## src/sv/pat_pkg.sv

```systemverilog
package pat_pkg;

    localparam int DEPTH_DEFAULT = 32;

    localparam int KIND_W   = 3;
    localparam int POS_W    = 6;
    localparam int DATA_W   = 32;
    localparam int STATUS_W = 3;

    // operation codes carried by kind
    localparam logic [KIND_W-1:0] KIND_CLEAR  = 3'd0;
    localparam logic [KIND_W-1:0] KIND_INSERT = 3'd1;
    localparam logic [KIND_W-1:0] KIND_DELETE = 3'd2;
    localparam logic [KIND_W-1:0] KIND_SEARCH = 3'd3;
    localparam logic [KIND_W-1:0] KIND_READ   = 3'd4;

    // result status codes
    localparam logic [STATUS_W-1:0] ST_OK       = 3'd0;
    localparam logic [STATUS_W-1:0] ST_FULL     = 3'd1;
    localparam logic [STATUS_W-1:0] ST_EMPTY    = 3'd2;
    localparam logic [STATUS_W-1:0] ST_BADPOS   = 3'd3;
    localparam logic [STATUS_W-1:0] ST_NOTFOUND = 3'd4;
    localparam logic [STATUS_W-1:0] ST_FOUND    = 3'd5;

    typedef enum logic [1:0] {
        RA_IDX,
        RA_DEC,
        RA_INC
    } raddr_sel_t;

    typedef enum logic [2:0] {
        IDX_HOLD,
        IDX_LEN,
        IDX_POS,
        IDX_ZERO,
        IDX_INC,
        IDX_DEC
    } idx_op_t;

    typedef enum logic [1:0] {
        LEN_HOLD,
        LEN_CLEAR,
        LEN_INC,
        LEN_DEC
    } len_op_t;

    typedef struct packed {
        logic                load;
        idx_op_t             idx_op;
        len_op_t             len_op;
        logic                re;
        raddr_sel_t          raddr_sel;
        logic                we;
        logic                wr_put;
        logic                emit;
        logic [STATUS_W-1:0] emit_status;
        logic                emit_idx;
        logic                emit_data;
    } pat_cmd_t;

    typedef struct packed {
        logic [KIND_W-1:0] kind;
        logic              full;
        logic              empty;
        logic              ins_bad;
        logic              del_bad;
        logic              ins_more;
        logic              del_more;
        logic              srch_more;
        logic              match;
        logic              rd_last;
        logic              out_free;
    } pat_stat_t;

endpackage

```

## src/sv/pat_ram.sv

```systemverilog
module pat_ram #(
    parameter int WIDTH = 32,
    parameter int DEPTH = 32,
    parameter int AW    = 5
) (
    input  logic             clk,
    input  logic             we,
    input  logic [AW-1:0]    waddr,
    input  logic [WIDTH-1:0] wdata,
    input  logic             re,
    input  logic [AW-1:0]    raddr,
    output logic [WIDTH-1:0] rdata
);

    logic [WIDTH-1:0] mem [DEPTH];
    logic [WIDTH-1:0] rdata_reg;

    // write port
    always_ff @(posedge clk) begin
        if (we) begin
            mem[waddr] <= wdata;
        end
    end

    // registered read, held between reads
    always_ff @(posedge clk) begin
        if (re) begin
            rdata_reg <= mem[raddr];
        end
    end

    assign rdata = rdata_reg;

endmodule

```

## src/sv/pat_ctrl.sv

```systemverilog
module pat_ctrl (
    input  logic              aclk,
    input  logic              aresetn,
    input  logic              s_valid,
    output logic              s_ready,
    input  pat_pkg::pat_stat_t stat,
    output pat_pkg::pat_cmd_t  cmd
);

    typedef enum logic [11:0] {
        S_IDLE     = 12'b0000_0000_0001,
        S_DECODE   = 12'b0000_0000_0010,
        S_INS_RD   = 12'b0000_0000_0100,
        S_INS_WR   = 12'b0000_0000_1000,
        S_INS_PUT  = 12'b0000_0001_0000,
        S_DEL_RD   = 12'b0000_0010_0000,
        S_DEL_WR   = 12'b0000_0100_0000,
        S_SRCH_RD  = 12'b0000_1000_0000,
        S_SRCH_CMP = 12'b0001_0000_0000,
        S_RD_RD    = 12'b0010_0000_0000,
        S_RD_EMIT  = 12'b0100_0000_0000,
        S_EMIT     = 12'b1000_0000_0000
    } state_t;

    state_t                        state_reg, state_next;
    logic [pat_pkg::STATUS_W-1:0]  code_reg, code_next;

    // sequence one operation at a time
    always_comb begin
        state_next = state_reg;
        code_next  = code_reg;
        s_ready    = 1'b0;
        cmd        = '0;
        case (state_reg)
            S_IDLE: begin
                s_ready = 1'b1;
                if (s_valid) begin
                    cmd.load   = 1'b1;
                    state_next = S_DECODE;
                end
            end
            S_DECODE: begin
                case (stat.kind)
                    pat_pkg::KIND_CLEAR: begin
                        cmd.len_op = pat_pkg::LEN_CLEAR;
                        code_next  = pat_pkg::ST_OK;
                        state_next = S_EMIT;
                    end
                    pat_pkg::KIND_INSERT: begin
                        if (stat.full) begin
                            code_next  = pat_pkg::ST_FULL;
                            state_next = S_EMIT;
                        end else if (stat.ins_bad) begin
                            code_next  = pat_pkg::ST_BADPOS;
                            state_next = S_EMIT;
                        end else begin
                            cmd.idx_op = pat_pkg::IDX_LEN;
                            state_next = S_INS_RD;
                        end
                    end
                    pat_pkg::KIND_DELETE: begin
                        if (stat.empty) begin
                            code_next  = pat_pkg::ST_EMPTY;
                            state_next = S_EMIT;
                        end else if (stat.del_bad) begin
                            code_next  = pat_pkg::ST_BADPOS;
                            state_next = S_EMIT;
                        end else begin
                            cmd.idx_op = pat_pkg::IDX_POS;
                            state_next = S_DEL_RD;
                        end
                    end
                    pat_pkg::KIND_SEARCH: begin
                        cmd.idx_op = pat_pkg::IDX_ZERO;
                        state_next = S_SRCH_RD;
                    end
                    pat_pkg::KIND_READ: begin
                        if (stat.empty) begin
                            code_next  = pat_pkg::ST_EMPTY;
                            state_next = S_EMIT;
                        end else begin
                            cmd.idx_op = pat_pkg::IDX_ZERO;
                            state_next = S_RD_RD;
                        end
                    end
                    default: begin
                        // unused kind: drop it
                        state_next = S_IDLE;
                    end
                endcase
            end
            S_INS_RD: begin
                if (stat.ins_more) begin
                    cmd.re        = 1'b1;
                    cmd.raddr_sel = pat_pkg::RA_DEC;
                    state_next    = S_INS_WR;
                end else begin
                    state_next = S_INS_PUT;
                end
            end
            S_INS_WR: begin
                cmd.we     = 1'b1;
                cmd.idx_op = pat_pkg::IDX_DEC;
                state_next = S_INS_RD;
            end
            S_INS_PUT: begin
                cmd.we     = 1'b1;
                cmd.wr_put = 1'b1;
                cmd.len_op = pat_pkg::LEN_INC;
                code_next  = pat_pkg::ST_OK;
                state_next = S_EMIT;
            end
            S_DEL_RD: begin
                if (stat.del_more) begin
                    cmd.re        = 1'b1;
                    cmd.raddr_sel = pat_pkg::RA_INC;
                    state_next    = S_DEL_WR;
                end else begin
                    cmd.len_op = pat_pkg::LEN_DEC;
                    code_next  = pat_pkg::ST_OK;
                    state_next = S_EMIT;
                end
            end
            S_DEL_WR: begin
                cmd.we     = 1'b1;
                cmd.idx_op = pat_pkg::IDX_INC;
                state_next = S_DEL_RD;
            end
            S_SRCH_RD: begin
                if (stat.srch_more) begin
                    cmd.re        = 1'b1;
                    cmd.raddr_sel = pat_pkg::RA_IDX;
                    state_next    = S_SRCH_CMP;
                end else begin
                    code_next  = pat_pkg::ST_NOTFOUND;
                    state_next = S_EMIT;
                end
            end
            S_SRCH_CMP: begin
                if (stat.match) begin
                    if (stat.out_free) begin
                        cmd.emit        = 1'b1;
                        cmd.emit_status = pat_pkg::ST_FOUND;
                        cmd.emit_idx    = 1'b1;
                        state_next      = S_IDLE;
                    end
                end else begin
                    cmd.idx_op = pat_pkg::IDX_INC;
                    state_next = S_SRCH_RD;
                end
            end
            S_RD_RD: begin
                cmd.re        = 1'b1;
                cmd.raddr_sel = pat_pkg::RA_IDX;
                state_next    = S_RD_EMIT;
            end
            S_RD_EMIT: begin
                if (stat.out_free) begin
                    cmd.emit        = 1'b1;
                    cmd.emit_status = pat_pkg::ST_OK;
                    cmd.emit_idx    = 1'b1;
                    cmd.emit_data   = 1'b1;
                    if (stat.rd_last) begin
                        state_next = S_IDLE;
                    end else begin
                        cmd.idx_op = pat_pkg::IDX_INC;
                        state_next = S_RD_RD;
                    end
                end
            end
            S_EMIT: begin
                if (stat.out_free) begin
                    cmd.emit        = 1'b1;
                    cmd.emit_status = code_reg;
                    state_next      = S_IDLE;
                end
            end
            default: begin
                state_next = S_IDLE;
            end
        endcase
    end

    always_ff @(posedge aclk) begin
        if (!aresetn) begin
            state_reg <= S_IDLE;
            code_reg  <= pat_pkg::ST_OK;
        end else begin
            state_reg <= state_next;
            code_reg  <= code_next;
        end
    end

endmodule

```

## src/sv/pat_dp.sv

```systemverilog
module pat_dp #(
    parameter int DEPTH = pat_pkg::DEPTH_DEFAULT
) (
    input  logic                               aclk,
    input  logic                               aresetn,
    input  logic        [pat_pkg::KIND_W-1:0]   s_kind,
    input  logic        [pat_pkg::POS_W-1:0]    s_position,
    input  logic signed [pat_pkg::DATA_W-1:0]   s_value,
    output logic                               m_valid,
    input  logic                               m_ready,
    output logic        [pat_pkg::STATUS_W-1:0] m_status,
    output logic        [pat_pkg::POS_W-1:0]    m_found_position,
    output logic signed [pat_pkg::DATA_W-1:0]   m_data,
    output logic                               m_last,
    input  pat_pkg::pat_cmd_t                  cmd,
    output pat_pkg::pat_stat_t                 stat
);

    localparam int LW = $clog2(DEPTH + 1);
    localparam int AW = (DEPTH > 1) ? $clog2(DEPTH) : 1;
    localparam int CW = ((LW > pat_pkg::POS_W) ? LW : pat_pkg::POS_W) + 1;

    logic        [pat_pkg::KIND_W-1:0]   kind_reg;
    logic        [pat_pkg::POS_W-1:0]    pos_reg;
    logic signed [pat_pkg::DATA_W-1:0]   value_reg;
    logic        [LW-1:0]                len_reg, len_next;
    logic        [LW-1:0]                idx_reg, idx_next;
    logic        [LW-1:0]                idx_dec;
    logic        [CW-1:0]                pos_ext, len_ext, idx_ext, idx_plus, pos_m1;

    logic                                m_valid_reg, m_valid_next;
    logic        [pat_pkg::STATUS_W-1:0] m_status_reg;
    logic        [pat_pkg::POS_W-1:0]    m_pos_reg;
    logic signed [pat_pkg::DATA_W-1:0]   m_data_reg;
    logic                                m_last_reg;

    logic        [AW-1:0]                raddr, waddr;
    logic signed [pat_pkg::DATA_W-1:0]   wdata, rdata;

    // hold the accepted operation
    always_ff @(posedge aclk) begin
        if (cmd.load) begin
            kind_reg  <= s_kind;
            pos_reg   <= s_position;
            value_reg <= s_value;
        end
    end

    assign pos_ext  = CW'(pos_reg);
    assign len_ext  = CW'(len_reg);
    assign idx_ext  = CW'(idx_reg);
    assign idx_plus = idx_ext + CW'(1);
    assign pos_m1   = pos_ext - CW'(1);
    assign idx_dec  = idx_reg - LW'(1);

    // status back to the controller
    always_comb begin
        stat.kind      = kind_reg;
        stat.full      = (len_reg == LW'(DEPTH));
        stat.empty     = (len_reg == '0);
        stat.ins_bad   = (pos_reg == '0) || (pos_ext > len_ext + CW'(1));
        stat.del_bad   = (pos_reg == '0) || (pos_ext > len_ext);
        stat.ins_more  = (idx_ext >= pos_ext);
        stat.del_more  = (idx_plus < len_ext);
        stat.srch_more = (idx_ext < len_ext);
        stat.match     = (rdata == value_reg);
        stat.rd_last   = (idx_plus == len_ext);
        stat.out_free  = !m_valid_reg || m_ready;
    end

    // walk index and table length
    always_comb begin
        case (cmd.idx_op)
            pat_pkg::IDX_LEN:  idx_next = len_reg;
            pat_pkg::IDX_POS:  idx_next = LW'(pos_m1);
            pat_pkg::IDX_ZERO: idx_next = '0;
            pat_pkg::IDX_INC:  idx_next = LW'(idx_plus);
            pat_pkg::IDX_DEC:  idx_next = idx_dec;
            default:           idx_next = idx_reg;
        endcase
        case (cmd.len_op)
            pat_pkg::LEN_CLEAR: len_next = '0;
            pat_pkg::LEN_INC:   len_next = len_reg + LW'(1);
            pat_pkg::LEN_DEC:   len_next = len_reg - LW'(1);
            default:            len_next = len_reg;
        endcase
    end

    always_ff @(posedge aclk) begin
        if (!aresetn) begin
            idx_reg <= '0;
            len_reg <= '0;
        end else begin
            idx_reg <= idx_next;
            len_reg <= len_next;
        end
    end

    // table storage: shift one entry per read/write pair
    always_comb begin
        case (cmd.raddr_sel)
            pat_pkg::RA_DEC: raddr = idx_dec[AW-1:0];
            pat_pkg::RA_INC: raddr = idx_plus[AW-1:0];
            default:         raddr = idx_reg[AW-1:0];
        endcase
        waddr = cmd.wr_put ? pos_m1[AW-1:0] : idx_reg[AW-1:0];
        wdata = cmd.wr_put ? value_reg : rdata;
    end

    pat_ram #(
        .WIDTH(pat_pkg::DATA_W),
        .DEPTH(DEPTH),
        .AW   (AW)
    ) u_ram (
        .clk  (aclk),
        .we   (cmd.we),
        .waddr(waddr),
        .wdata(wdata),
        .re   (cmd.re),
        .raddr(raddr),
        .rdata(rdata)
    );

    // output register: load on emit, drop after transfer
    always_comb begin
        m_valid_next = m_valid_reg;
        if (cmd.emit) begin
            m_valid_next = 1'b1;
        end else if (m_ready) begin
            m_valid_next = 1'b0;
        end
    end

    always_ff @(posedge aclk) begin
        if (!aresetn) begin
            m_valid_reg <= 1'b0;
        end else begin
            m_valid_reg <= m_valid_next;
        end
    end

    always_ff @(posedge aclk) begin
        if (cmd.emit) begin
            m_status_reg <= cmd.emit_status;
            m_pos_reg    <= cmd.emit_idx ? idx_plus[pat_pkg::POS_W-1:0] : '0;
            m_data_reg   <= cmd.emit_data ? rdata : '0;
            m_last_reg   <= cmd.emit_data ? stat.rd_last : 1'b1;
        end
    end

    assign m_valid          = m_valid_reg;
    assign m_status         = m_status_reg;
    assign m_found_position = m_pos_reg;
    assign m_data           = m_data_reg;
    assign m_last           = m_last_reg;

    a_emit_free: assert property (@(posedge aclk) disable iff (!aresetn)
        cmd.emit |-> (!m_valid_reg || m_ready))
        else $error("result loaded while output register busy");

    a_len_bound: assert property (@(posedge aclk) disable iff (!aresetn)
        CW'(len_reg) <= CW'(DEPTH))
        else $error("table length above depth");

    a_put_not_full: assert property (@(posedge aclk) disable iff (!aresetn)
        (cmd.we && cmd.wr_put) |-> (len_reg < LW'(DEPTH)))
        else $error("insert into full table");

    a_dec_not_empty: assert property (@(posedge aclk) disable iff (!aresetn)
        (cmd.len_op == pat_pkg::LEN_DEC) |-> (len_reg != '0))
        else $error("delete from empty table");

    a_no_rw_clash: assert property (@(posedge aclk) disable iff (!aresetn)
        !(cmd.we && cmd.re))
        else $error("read and write issued in one cycle");

endmodule

```

## src/sv/positional_array_table.sv

```systemverilog
// Positional array table: an ordered list of up to DEPTH signed 32-bit words.
// Input channel (s_valid/s_ready) carries one operation per transfer: kind
// selects clear, insert, delete, search or read out; position is the 1-based
// slot for insert and delete; value is the word to insert or search for.
// Result channel (m_valid/m_ready) returns status, found_position, data and
// last; last marks the final result of an operation. Read out gives one
// result per entry, or one empty-status result on an empty table; every other
// operation gives exactly one. Unused kinds are dropped with no result.
// One operation is in flight at a time; s_ready is high only between
// operations, from the cycle after the final result is loaded. The table
// RAM has a registered read: every shifted or examined entry passes through
// a read state and then a write, compare or output state.
// Reset clears the length and the controller; the RAM needs no clearing.
// When the receiver stalls, the result waits in the output register and the
// controller pauses before loading another result until that result transfers.
module positional_array_table #(
    parameter int DEPTH = pat_pkg::DEPTH_DEFAULT
) (
    input  logic                               aclk,
    input  logic                               aresetn,
    input  logic                               s_valid,
    output logic                               s_ready,
    input  logic        [pat_pkg::KIND_W-1:0]   s_kind,
    input  logic        [pat_pkg::POS_W-1:0]    s_position,
    input  logic signed [pat_pkg::DATA_W-1:0]   s_value,
    output logic                               m_valid,
    input  logic                               m_ready,
    output logic        [pat_pkg::STATUS_W-1:0] m_status,
    output logic        [pat_pkg::POS_W-1:0]    m_found_position,
    output logic signed [pat_pkg::DATA_W-1:0]   m_data,
    output logic                               m_last
);

    pat_pkg::pat_cmd_t  cmd;
    pat_pkg::pat_stat_t stat;

    pat_ctrl u_ctrl (
        .aclk   (aclk),
        .aresetn(aresetn),
        .s_valid(s_valid),
        .s_ready(s_ready),
        .stat   (stat),
        .cmd    (cmd)
    );

    pat_dp #(
        .DEPTH(DEPTH)
    ) u_dp (
        .aclk            (aclk),
        .aresetn         (aresetn),
        .s_kind          (s_kind),
        .s_position      (s_position),
        .s_value         (s_value),
        .m_valid         (m_valid),
        .m_ready         (m_ready),
        .m_status        (m_status),
        .m_found_position(m_found_position),
        .m_data          (m_data),
        .m_last          (m_last),
        .cmd             (cmd),
        .stat            (stat)
    );

endmodule

```

## config.mk

```make
export PLATFORM = sky130hd
export DESIGN_NAME = positional_array_table
export DESIGN_NICKNAME = d
export VERILOG_FILES = /design/src/sv/pat_pkg.sv /design/src/sv/pat_ram.sv /design/src/sv/pat_ctrl.sv /design/src/sv/pat_dp.sv /design/src/sv/positional_array_table.sv
export SDC_FILE = /design/constraint.sdc
export NUM_CORES = 2
export LEC_CHECK = 0
export ABC_AREA = 1
export BUFFER_PORTS_ARGS = -buffer_cell sky130_fd_sc_hd__clkbuf_2
export CAP_MARGIN = 20
export CORE_MARGIN = 1.5
export CORE_UTILIZATION = 25
export CTS_BUF_LIST = sky130_fd_sc_hd__clkbuf_2 sky130_fd_sc_hd__clkbuf_4 sky130_fd_sc_hd__clkbuf_8
export DETAILED_ROUTE_END_ITERATION = 8
export GPL_TIMING_DRIVEN = 0
export SETUP_SLACK_MARGIN = 0.02
export SYNTH_ARGS = -nofsm -noshare
export SYNTH_HDL_FRONTEND = slang
export SYNTH_SLANG_ARGS = --single-unit
```

## constraint.sdc

```tcl
create_clock -name aclk -period 3.6 [get_ports aclk]
set_input_delay 0.72 -clock aclk [delete_from_list [all_inputs] [get_ports aclk]]
set_output_delay 0.72 -clock aclk [all_outputs]
set_load 0.05 [all_outputs]
```

# Word level (Yosys, flattened, before mapping)

Memories as Yosys holds them, arrays and structs flattened. A register that Yosys moved wholly into a read port is not among the register bits.
Index checks and enable logic that the tools add are counted.

Bits in registers: 111
Bits in writable memories: 1,024
Output and inout bits: 44
Word-level logic and storage cells: 137
Memories kept: 1

Memories:

| name           | depth | bits a word | rd ports | clocked after memory_dff | write ports | RTL line      | text |
|---|---|---|---|---|---|---|---|
| u_dp.u_ram.mem | 32    | 32          | 1        | 1                        | 1           | pat_ram.sv:15 | `logic [WIDTH-1:0] mem [DEPTH];` |

Add/sub/neg operators: 6
Order comparisons: 5
Equality and inequality tests: 37
Mux-type cells: 62
Reductions and logical operators: 14

Operator list:

| kind                                                  | number |
|---|---|
| one-hot mux 12 bit (12 select lines)                  | 1 |
| two-way mux 12 bit                                    | 11 |
| one-hot mux 12 bit (5 select lines)                   | 1 |
| one-hot mux 3 bit (4 select lines)                    | 4 |
| two-way mux 3 bit                                     | 15 |
| equality test 32 bit                                  | 1 |
| two-way mux 32 bit                                    | 1 |
| one-hot mux 6 bit (5 select lines)                    | 1 |
| two-way mux 5 bit                                     | 4 |
| one-hot mux 6 bit (3 select lines)                    | 1 |
| subtractor 6 x 1 -> 6 bit, second input constant      | 3 |
| one-hot mux 3 bit (5 select lines)                    | 1 |
| adder 6 x 1 -> 7 bit, second input constant           | 2 |
| equality test 12 x 1 -> 1 bit, second input constant  | 1 |
| equality test 12 x 10 -> 1 bit, second input constant | 1 |
| equality test 12 x 11 -> 1 bit, second input constant | 1 |
| equality test 12 bit, second input constant           | 1 |
| equality test 12 x 2 -> 1 bit, second input constant  | 1 |
| equality test 12 x 3 -> 1 bit, second input constant  | 1 |
| equality test 12 x 4 -> 1 bit, second input constant  | 1 |
| equality test 12 x 5 -> 1 bit, second input constant  | 1 |
| equality test 12 x 6 -> 1 bit, second input constant  | 1 |
| equality test 12 x 7 -> 1 bit, second input constant  | 1 |
| equality test 12 x 8 -> 1 bit, second input constant  | 1 |
| 38 further kinds                                      | 67 |

# Longest topological paths before layout

Depth after elaboration: 9
Depth in mapped cells: 26
Depth with buffers taken out: 25

# Modules after synthesis

A second synthesis with hierarchy kept.

Cells, all modules: 4,389
Area total of the unflattened synthesis: 49,640.1 µm²

Modules (own cells, without submodules):

| module   | instances | cells an instance | area an instance (µm²) | sequential area each (µm²) |
|---|---|---|---|---|
| pat_ram  | 1         | 3,536             | 42,726.0               | 31,710.4 |
| pat_dp   | 1         | 660               | 5,710.5                | 2,752.6 |
| pat_ctrl | 1         | 193               | 1,203.7                | 300.3 |

# Worst setup path before layout

OpenSTA, ideal clock, no wires.

Path type: register -> register
Start: register u_dp.idx_reg[1]
End: register u_dp.u_ram.rdata_reg[29] (netlist: u_dp.u_ram.rdata[29]), read port of u_dp.u_ram.mem (data pin)
Arrival: 3,506 ps
Data required time: 3,347 ps
Path slack: -159 ps
Cell stages (with the launch flop): 26
Cell sequence: dfxtp_1 ha_1 nand3_1 nor2_1 inv_1 nand2_1 inv_1 ha_1 a21o_1 a21oi_1 nand3_1 nor2_1 inv_1 ha_1 inv_2 o211ai_2 o21ai_4 inv_2 buf_2 buf_2 o211ai_1 o211ai_1 nand3_1 nand2_1 nand2_1 nand2_1

Word-level cells in the longest chain between the ends: 6

RTL lines:

| what                                                                | RTL line        | text |
|---|---|---|
| start, declared                                                     | pat_dp.sv:27    | `logic [LW-1:0] idx_reg, idx_next;` |
| start signal, assigned                                              | pat_dp.sv:94    | `idx_reg <= idx_next;` |
| adder 6 x 1 -> 7 bit (*)                                            | pat_dp.sv:52    | `assign idx_plus = idx_ext + CW'(1);` |
| named net u_dp.idx_plus[4]                                          | pat_dp.sv:29    | `logic [CW-1:0] pos_ext, len_ext, idx_ext, idx_plus, pos_m1;` |
| less-than comparator 7 x 6 -> 1 bit                                 | pat_dp.sv:64    | `stat.del_more = (idx_plus < len_ext);` |
| two-way mux 3 bit                                                   | pat_ctrl.sv:114 | `if (stat.del_more) begin` |
| one-hot mux 3 bit (4 select lines)                                  | pat_ctrl.sv:34  | `case (state_reg)` |
| equality test 2 bit or equality test 2 x 1 -> 1 bit (tied branches) | pat_dp.sv:101   | `case (cmd.raddr_sel)` |
| one-hot mux 5 bit (2 select lines)                                  | pat_dp.sv:101   |  |
| end, declared                                                       | pat_ram.sv:16   | `logic [WIDTH-1:0] rdata_reg;` |

The timed path passes the listed nets; every way through them passes the cells marked *.
A chain may end at the register's enable or synchronous reset.

# Final worst setup path

Start: register u_dp.idx_reg[2]
End: register u_dp.u_ram.rdata_reg[12] (netlist: u_dp.u_ram.rdata[12]), read port of u_dp.u_ram.mem (data pin)

Word-level cells in the longest chain between the ends: 6

RTL lines:

| what                                                                | RTL line |
|---|---|
| adder 6 x 1 -> 7 bit (*)                                            | pat_dp.sv:52 |
| named net u_dp.idx_plus[5]                                          | pat_dp.sv:29 |
| less-than comparator 7 x 6 -> 1 bit (*)                             | pat_dp.sv:64 |
| two-way mux 3 bit (*)                                               | pat_ctrl.sv:114 |
| one-hot mux 3 bit (4 select lines) (*)                              | pat_ctrl.sv:34 |
| equality test 2 bit or equality test 2 x 1 -> 1 bit (tied branches) | pat_dp.sv:101 |
| one-hot mux 5 bit (2 select lines)                                  | pat_dp.sv:101 |

Marks and branches as above.

==> results.rst <==
.. list-table::
   :header-rows: 1

   * - Metric
     - Value
   * - Share of the synthesized netlist area taken by xor and xnor gates
     - less than 1%
   * - Synth Area in Compound Gates
     - around 11%
   * - Static Leakage
     - between 0.02 and 0.025 µW
   * - Final period utilization
     - 121.7%
   * - Area of the mapped netlist
     - between 40000 and 50000 µm²
   * - Top post-synthesis cells by area
     - edfxtp_1 (70%), o211ai_1 (7.4%), nand2_1 (3.7%)
   * - Multiplexer share of the synthesized area
     - 0%
   * - DRC violation count after routing
     - 0
   * - Synth warnings
     - 0
   * - Detailed-route wire length per cell
     - 22.86 µm
   * - RD Place Congestion
     - ~0.94
   * - Setup repair after global routing missed its margin
     - yes
   * - Skew final
     - 63.65 ps
   * - Pin count of the biggest net entering global routing
     - 33
   * - Half-perimeter wire length after placement
     - approximately 110 mm
   * - Max_slew headroom
     - 23.38%
   * - Post-synthesis share of cell area spent on and, or, nand and nor gates
     - about 12%
   * - Remaining antenna violation count after routing
     - 0
   * - Register bit count reported by yosys
     - 1167
   * - Cell taking the most area after synthesis
     - edfxtp_1
   * - Num rows
     - roughly 160
   * - Via-to-Cell Ratio
     - 4.828
   * - Worst setup path category
     - reg2reg
   * - Clk slew on worst S/H paths
     - 60 ps
   * - Area fraction of the dominant cell type after synthesis
     - ~70%
   * - Area enclosed by the die boundary
     - slightly below 200000 µm²
   * - Reported max-cap violation count
     - 0
   * - Final critical-path setup slack
     - -781.1 ps
   * - Maximum clock rate
     - 0.2283 GHz
   * - Die extent in x
     - 444.2 µm
   * - Post-synth EDFFs
     - 1139
   * - Number of distinct standard cells referenced by the synthesized netlist
     - 44
   * - TritonCTS clock tree
     - yes
   * - Endpoint required time on the critical path
     - 4270 ps
   * - P&R area growth vs syn
     - 27.77%
   * - Core Area
     - 193000 µm²
   * - GRT overflow
     - 0
   * - TritonCTS buffer count
     - about 180
   * - Leading cell types by count after synthesis
     - edfxtp_1 (1139), nand2_1 (485), o211ai_1 (483), nor2_1 (394), o21ai_0 (282)
   * - Violations in the final reports
     - setup timing
   * - Fill count
     - 18.74k
   * - Cell area after layout
     - 62190 µm²
   * - Clock sink count
     - 1167
   * - Critical Path Source Type
     - flop
   * - Detailed-route wire length
     - 159.8 mm
   * - Total power of the final layout
     - 26670 µW
   * - Vias in the first global route
     - 32.71k
   * - Top Ports
     - 89
   * - Post-Syn Nets
     - 3885
   * - Clock latency on the worst-skew pair
     - 950 ps
   * - Area after detailed placement
     - approximately 54000 µm²
   * - Root cell of the clock tree
     - clkbuf_8
   * - Count of buffers inserted at the top-level ports
     - roughly 90
   * - Critical path peak fanout
     - 7
   * - Outcome
     - complete, but fails checks
   * - Sequential cell area fraction in the yosys report
     - 71.42%
   * - Share of synthesized flip-flops with an asynchronous set or reset
     - 0%
   * - Worst setup EP type
     - flop
   * - Largest register by flop count
     - u_dp.u_ram.mem
   * - Arrival time of data at the critical path endpoint
     - 5050 ps
   * - Depth of the CTS H-tree
     - 4
   * - Number of endpoints with negative hold slack in the final report
     - 0
   * - Total power density per cell area
     - between 400 and 500 nW/µm²
   * - First-pass GRT wire length
     - roughly 220 mm
   * - Antenna violations before repair
     - 2
   * - Fraction of final layout cells sized beyond drive strength 1
     - 28.12%
   * - Most frequently used flop master after synthesis
     - edfxtp_1
   * - Effective utilization at floorplan
     - 25.22%
   * - Number of flip-flops in the largest register
     - slightly above 1k
   * - Final count of pins violating max slew
     - 0
   * - Cell with the most instances after synthesis
     - edfxtp_1
   * - Type of the most critical hold path
     - in2reg
   * - Via count of the routed design
     - between 30k and 40k
   * - Worst-case register-to-register setup slack
     - -780 ps
   * - Number of DRC markers after the initial detailed-route iteration
     - 4078
   * - Worst vdd ir
     - 0.4090 mV
   * - Pin slew with the least headroom to its limit
     - 1145 ps
   * - Number of cells produced by synthesis
     - 3797
   * - Die height
     - 444.2 µm
   * - Post-Synthesis Mean Instance Area
     - around 13 µm²
   * - Number of setup violations in the final report
     - 42
   * - Global router's overall resource usage
     - 15.46%
   * - Final layout net count
     - around 4.4k
   * - Final worst path period need
     - between 4000 and 5000 ps
   * - DRT Pass-1 Iters
     - 8
   * - Dominant combinational cell family by area after synthesis
     - simple AND/OR/NAND/NOR gates
   * - Clock buffer depth
     - 3
   * - Adder-cell share of the synthesized area
     - around 1.1%
==> critical path: stages, from the launching register on <==
cell and delay (ps):
dfxtp_2 370, buf_6 130, nand4_1 150, nor2_2 140
xor2_1 210, inv_1 130, ha_4 300, nand3_4 70
o21bai_4 180, nand3_4 100, nor2_4 50, buf_6 120
buf_6 110, ha_4 160, o211ai_4 190, o21ai_4 130
clkbuf_16 200, buf_16 180, clkbuf_16 180, or2_4 240
o211ai_1 130, o211ai_1 150, nand3_2 150, nand2_2 110
nand2_4 130, nand2_4 70
==> path summary, 6_finish.rpt <==
kind / to / startpoint / cells after the start
setup / recovery: u_dp.u_ram.rdata[12] / u_dp.idx_reg[2] / 25
hold / removal: u_dp.value_reg[4] / s_value[4] / 1
setup reg to reg: u_dp.u_ram.rdata[12] / u_dp.idx_reg[2] / 25
hold reg to reg: u_ctrl.code_reg[1] / u_ctrl.code_reg[1] / 2
==> metrics by stage <==
step           util (%)  instances  setup WS (ps)  hold WS [ps]  setup TNS [ps]
2_1_floorplan         -       3797          35.38         423.9               0
3_3_place_gp      27.10       6411          -3098         441.2        -3955940
3_5_place_dp      28.19       6479          -1864         453.5         -170130
4_1_cts           31.33       6913         -687.9         4.770          -51750
5_1_grt           32.22       6986         -864.6         18.67          -32550
6_report          32.22       6989         -781.1         33.51          -28130
==> routing by layer <==
layer  wire length [µm]  global-route usage (%)  vias to the layer above
met5                  0                       0                        -
li1                   -                       -                    15045
met2              75040                   25.21                     1694
met3              13780                   2.879                      324
met1              61900                   19.47                    16680
met4               9055                   8.143                        0
==> cells in the final DEF (no fill, tap or decap), drive strengths merged <==
cell type | netlist | layout
a21boi | 1 | 1
a21o | 3 | 3
a21oi | 31 | 31
a22oi | 1 | 1
a31oi | 3 | 3
and3 | 1 | 1
buf | 146 | 353
bufinv | 0 | 9
clkbuf | 84 | 426
clkinv | 0 | 60
clkinvlp | 0 | 7
dfxtp | 28 | 28
diode | 0 | 4
dlygate4sd3 | 0 | 35
edfxtp | 1139 | 1139
fa | 1 | 1
ha | 42 | 42
inv | 149 | 151
nand2 | 489 | 489
nand3 | 180 | 180
nand3b | 1 | 1
nand4 | 24 | 24
nor2 | 397 | 397
nor3 | 15 | 15
nor4 | 2 | 2
o211ai | 485 | 485
o21a | 3 | 3
o21ai | 306 | 306
o21bai | 2 | 2
o31ai | 1 | 1
or2 | 225 | 225
xnor2 | 24 | 24
xor2 | 14 | 14
==> kinds of logic (layout without fill, tap and decap cells) <==
group / count (synthesis) / count (layout)
AO/OA/AOI/OAI: 836 / 836
XOR/XNOR: 38 / 38
adder cells (fa/ha/maj): 43 / 43
buffers and inverters: 379 / 1041
flip-flops: 1167 / 1167
other: 0 / 4
AND/OR/NAND/NOR: 1334 / 1334
==> what timing repair did <==
item                                    4_1_cts  5_1_grt
gates cloned                                  5       12
hold buffers                                 35        0
endpoints found under the hold margin        35        0
setup buffers                                64       61
pin swaps                                    82      179
gates resized for setup                     445      233
endpoints found under the setup margin      913     1044
==> area by class of cell <==
type                    count  area (µm²)  area share [%]
inverters                 149       603.1          0.9698
clock inverters            77       595.6          0.9577
plain buffers             230        2029           3.263
repair buffers            331        4060           6.529
flip-flops and latches   1167       34780           55.92
multi-input cells        2251       13860           22.29
repair inverters            1       7.507         0.01207
clock buffers             253        3082           4.955
diodes                      4       10.01         0.01610
well taps                2526        3161           5.082
==> where the power goes <==
group | total, µW | switching (µW) | internal [µW]
logic | 390 | 243 | 148
clock network | 11500 | 5290 | 6170
registers | 14800 | 63.7 | 14700
No activity file was read; power rests on OpenSTA's default activity.
